==> src/rtl/core/sst_pkg.sv <==
package sst_pkg;

    localparam int COORD_W    = 32;
    localparam int RAD_W      = 31;
    localparam int AXES       = 3;
    localparam int SQRT_STEPS = 32;
    localparam int DIV_STEPS  = 32;

    // Outcome codes carried on m_tuser.
    localparam logic [1:0] TRIM_NONE  = 2'd0;
    localparam logic [1:0] TRIM_START = 2'd1;
    localparam logic [1:0] TRIM_END   = 2'd2;
    localparam logic [1:0] TRIM_ZERO  = 2'd3;

    // Both endpoints, axis 0 in the lowest bits.
    typedef struct packed {
        logic [AXES-1:0][COORD_W-1:0] e;
        logic [AXES-1:0][COORD_W-1:0] s;
    } pay_t;

    // Side data that travels beside the square root stages.
    typedef struct packed {
        pay_t                         pay;
        logic [1:0]                   outcome;
        logic [AXES-1:0]              neg;
        logic [AXES-1:0][COORD_W:0]   mag;
    } mid_t;

    // Side data that travels beside the divider stages.
    typedef struct packed {
        pay_t            pay;
        logic [1:0]      outcome;
        logic [AXES-1:0] neg;
    } tail_t;

endpackage

==> src/rtl/core/sst_isqrt.sv <==
module sst_isqrt import sst_pkg::*; (
    input  logic        aclk,
    input  logic        en,
    input  logic [63:0] x_in,
    output logic [31:0] root
);

    logic [63:0] x_reg   [SQRT_STEPS];
    logic [63:0] res_reg [SQRT_STEPS];

    // One digit of the bitwise square root per stage, highest digit first.
    for (genvar k = 0; k < SQRT_STEPS; k++) begin : g_step
        logic [63:0] x_cur;
        logic [63:0] res_cur;
        logic [63:0] bit_val;
        logic [63:0] trial;

        if (k == 0) begin : g_first
            assign x_cur   = x_in;
            assign res_cur = '0;
        end else begin : g_next
            assign x_cur   = x_reg[k-1];
            assign res_cur = res_reg[k-1];
        end

        assign bit_val = 64'd1 << (62 - 2 * k);
        assign trial   = res_cur + bit_val;

        always_ff @(posedge aclk) begin
            if (en) begin
                if (x_cur >= trial) begin
                    x_reg[k]   <= x_cur - trial;
                    res_reg[k] <= (res_cur >> 1) + bit_val;
                end else begin
                    x_reg[k]   <= x_cur;
                    res_reg[k] <= res_cur >> 1;
                end
            end
        end
    end

    assign root = res_reg[SQRT_STEPS-1][31:0];

endmodule

==> config.mk <==
export PLATFORM = sky130hd
export DESIGN_NAME = sst_isqrt
export DESIGN_NICKNAME = d
export VERILOG_FILES = /design/src/rtl/core/sst_pkg.sv /design/src/rtl/core/sst_isqrt.sv
export SDC_FILE = /design/constraint.sdc
export NUM_CORES = 2
export LEC_CHECK = 0
export BUFFER_PORTS_ARGS = -buffer_cell sky130_fd_sc_hd__buf_2
export CAP_MARGIN = 20
export CORE_ASPECT_RATIO = 0.6
export CORE_MARGIN = 3
export CORE_UTILIZATION = 49
export DETAILED_ROUTE_END_ITERATION = 8
export PLACE_DENSITY = 0.76
export SETUP_SLACK_MARGIN = 0.02
export SLEW_MARGIN = 20
export SYNTH_ARGS = -nofsm -noshare
export SYNTH_HDL_FRONTEND = slang
export SYNTH_SLANG_ARGS = --single-unit
==> constraint.sdc <==
create_clock -name aclk -period 3.7 [get_ports aclk]
set_input_delay 0 -clock aclk [delete_from_list [all_inputs] [get_ports aclk]]
set_output_delay 0 -clock aclk [all_outputs]
set_load 0.02 [all_outputs]
==> impl_metrics.tcl <==
set metrics [dict create \
    syn-num-nets 10200 \
    die_h_um 390 \
    peakVddDrop_v 0.000461 \
    synthCells 9611 \
    placement_rows 140 \
    path_clk_slew_ps 70 \
    worstSetupPathType "flip-flop to flip-flop" \
    switching_power_mw 26.0 \
    drt_iter0_drc 12400 \
    combPwrFrac_pct 25.7 \
    hold_slack_ps 153 \
    synth_common_cells "2512 x edfxtp_1, 701 x inv_1, 695 x nand2_1, 558 x ha_1, 556 x nor2_1" \
    finalClockSkew_ps 82.9 \
    setup_slack_ps -97.4 \
    firstDrtPassIters 7 \
    synth_top_area_share_pct 62.6 \
    avgViaCountPerCell 5.98 \
    cp_data_required_time_ps 4290 \
    synthTopCellsByArea "edfxtp_1 63%, ha_1 5.8%, xor2_1 3.4%, xnor2_1 3.0%, o21ai_0 2.2%" \
    grt_max_degree 193 \
    violations "negative setup slack" \
    yosys.area.top_type "edfxtp_1" \
    synth-main-ff-cell "edfxtp_1" \
    p_sw_share_pct 30.7 \
    cts_made_buffers 230 \
    vias 85700 \
    synth_area_sq_um 120000 \
    largest_reg_flops 1984 \
    drc 0 \
    port_buffers 97 \
    wl_per_cell_um 23.6 \
    antenna_found_initial 20 \
    h-tree-depth 4 \
    core_sq_um 243000 \
    fin_crit_sh_pct 103 \
    die_w_um 646 \
    tightestPinTransition_ps 1210 \
    outcome "finished with violations" \
    synth_edf_count 2512 \
    root_buffer "clkbuf_16" \
    grt_pass1_vias 79600 \
    fin_nets 11500 \
    hold_viol_final 0 \
    clkPwrFrac_pct 28.2 \
    p_total_mw 84.5 \
    drv_slew 0 \
    place_congestion 1.00 \
    p_leak_nw 55.3 \
    fmax_mhz 263 \
    synth_most_common_cell "edfxtp_1" \
    cts_sinks 2512 \
    postLayoutCellArea_sq_um 144000 \
    endpoint_kind "flip-flop" \
    seqPwrFrac_pct 46.1 \
    rsz0062_at_grt "yes" \
    ys_seq_area_share_pct 62.6 \
    clock_path_buffers 4 \
    grt_pass1_wl_mm 497 \
    cts_tree "done" \
    yosys_register_bits 2512 \
    cp-start-kind "flip-flop" \
    post-dp-hpwl_mm 250 \
    syn_to_final_growth_pct 19.6 \
    slew_headroom_pct 18.5 \
    ios 98 \
    postSynth.asyncResetShare_pct 0 \
    antenna_left 0 \
    clk_latency_ps 920 \
    drive_gt1_share_pct 18.0 \
    cp_data_arrival_time_ps 4390 \
    cp_max_fo 2 \
    track_usage_pct 25.9 \
    place_area_sq_um 132000 \
    routed_wl_mm 339 \
    ys.warnings.count 0 \
    die-area_sq_um 252000 \
    hold_path.class "input port to flip-flop" \
    initial_core_util_pct 49.5 \
    synthDistinctLibCells 96 \
    fin_util_pct 59.1 \
    setup_viol 20 \
    synth_area_per_cell_sq_um 12.5 \
    power.density_nw_per_um2 587 \
    period_minus_slack_ps 3800 \
    grt.overflow.total 0 \
    r2r_slack_ps -100 \
    drv_cap 0 \
    p_int_mw 58.5 \
]
-- logic make-up (layout without fill, tap and decap cells) --
logic type	Yosys count	in the layout	share of synthesized area [%]
buffers and inverters	917	2383	2.88
AOI/OAI and AO/OA	1849	1849	9.56
other	0	3	0
DFF	2512	2512	62.6
xor gates and xnor gates	878	878	6.39
and+or+nand+nor	2832	2832	12.1
adders and majority gates	558	558	5.80
muxes	65	65	0.595
-- worst max-delay path, cell delays in order (launching register included) --
cell      delay [ps]
edfxtp_1         390
or4_4            560
nor4_4           220
buf_4            170
nand4_1          210
nor4_2           330
buf_4            210
nand4_1          130
and2_4           160
a311o_1          330
or3_4            360
or3_4            340
xnor2_1          120
-- final cells by class --
type                    instances  area, sq um
fillers                     18600        99500
clock buffers                 272         5980
clock inverters               129         1300
multi-input cells            6182        44200
repair buffers               1279        10400
diodes                          3         7.51
inverters                     703         2640
well taps                    3266         4090
flip-flops and latches       2512        75400
-- final timing paths --
check / depth (start not counted) / end / startpoint
worst min register to register: 0 / res_reg[1][482] / res_reg[1][419]
worst min-delay path: 2 / x_reg[1][807] / en
worst max register to register: 12 / x_reg[1][694] / x_reg[1][578]
worst max-delay path: 12 / x_reg[1][694] / x_reg[1][578]
-- through the flow --
step | setup TNS, ps | setup WS (ps) | instances
after global placement | -20620 | -530 | 13700
final | -665 | -97.4 | 14300
after floorplan | 0 | 24.5 | 9611
after detailed placement | -32570 | -503 | 13700
after global routing | -4890 | -220 | 14300
after CTS | -184 | -52.6 | 14300
-- placed cells by master (no fill, tap or decap), types with 42 or more instances in the layout --
master / count
nand2_1: 672
o21bai_1: 52
o21a_1: 98
nand2b_1: 108
nor3_1: 215
or3_1: 106
dlygate4sd3_1: 130
nor2_1: 540
edfxtp_1: 2512
buf_2: 96
nor4_1: 305
ha_1: 527
nand4_1: 142
a21o_1: 242
or4_1: 43
xnor2_1: 406
inv_1: 691
mux2_2: 52
clkinv_1: 44
xor2_1: 464
o21ai_0: 484
a21oi_1: 509
o211ai_1: 42
buf_4: 983
clkinv_2: 45
clkbuf_16: 238
nand3_1: 152
and3_1: 43
nor2b_1: 59
-- power by group through the flow --
stage / Clock [mW] / Combinational (mW) / Sequential [mW]
4_1_cts: 24.0 / 20.3 / 38.8
3_3_place_gp: 0 / 19.1 / 39.2
3_5_place_dp: 0 / 19.7 / 39.3
5_1_grt: 25.2 / 23.4 / 39.2
2_1_floorplan: 0 / 12.4 / 38.2
6_report: 23.8 / 21.7 / 38.9
-- per-layer routing --
| metal | track usage, % | vias up | part of all wire [%] |
|---|---|---|---|
| li1 | - | 38500 | - |
| met1 | 42.2 | 41800 | 46 |
| met2 | 30.9 | 4945 | 36 |
| met3 | 11.6 | 420 | 17 |
| met4 | 4.11 | 8 | 1.4 |
| met5 | 0 | - | 0.016 |
-- timing repair --
action | in CTS | in global routing
cloned | 1 | 8
endpoints found under the setup margin | 348 | 460
resized for setup | 185 | 392
hold endpoints to repair | 602 | 0
pin swaps | 47 | 140
buffers inserted | 17 | 67
hold buffers | 130 | 0
(Power assumes the default switching activity.)
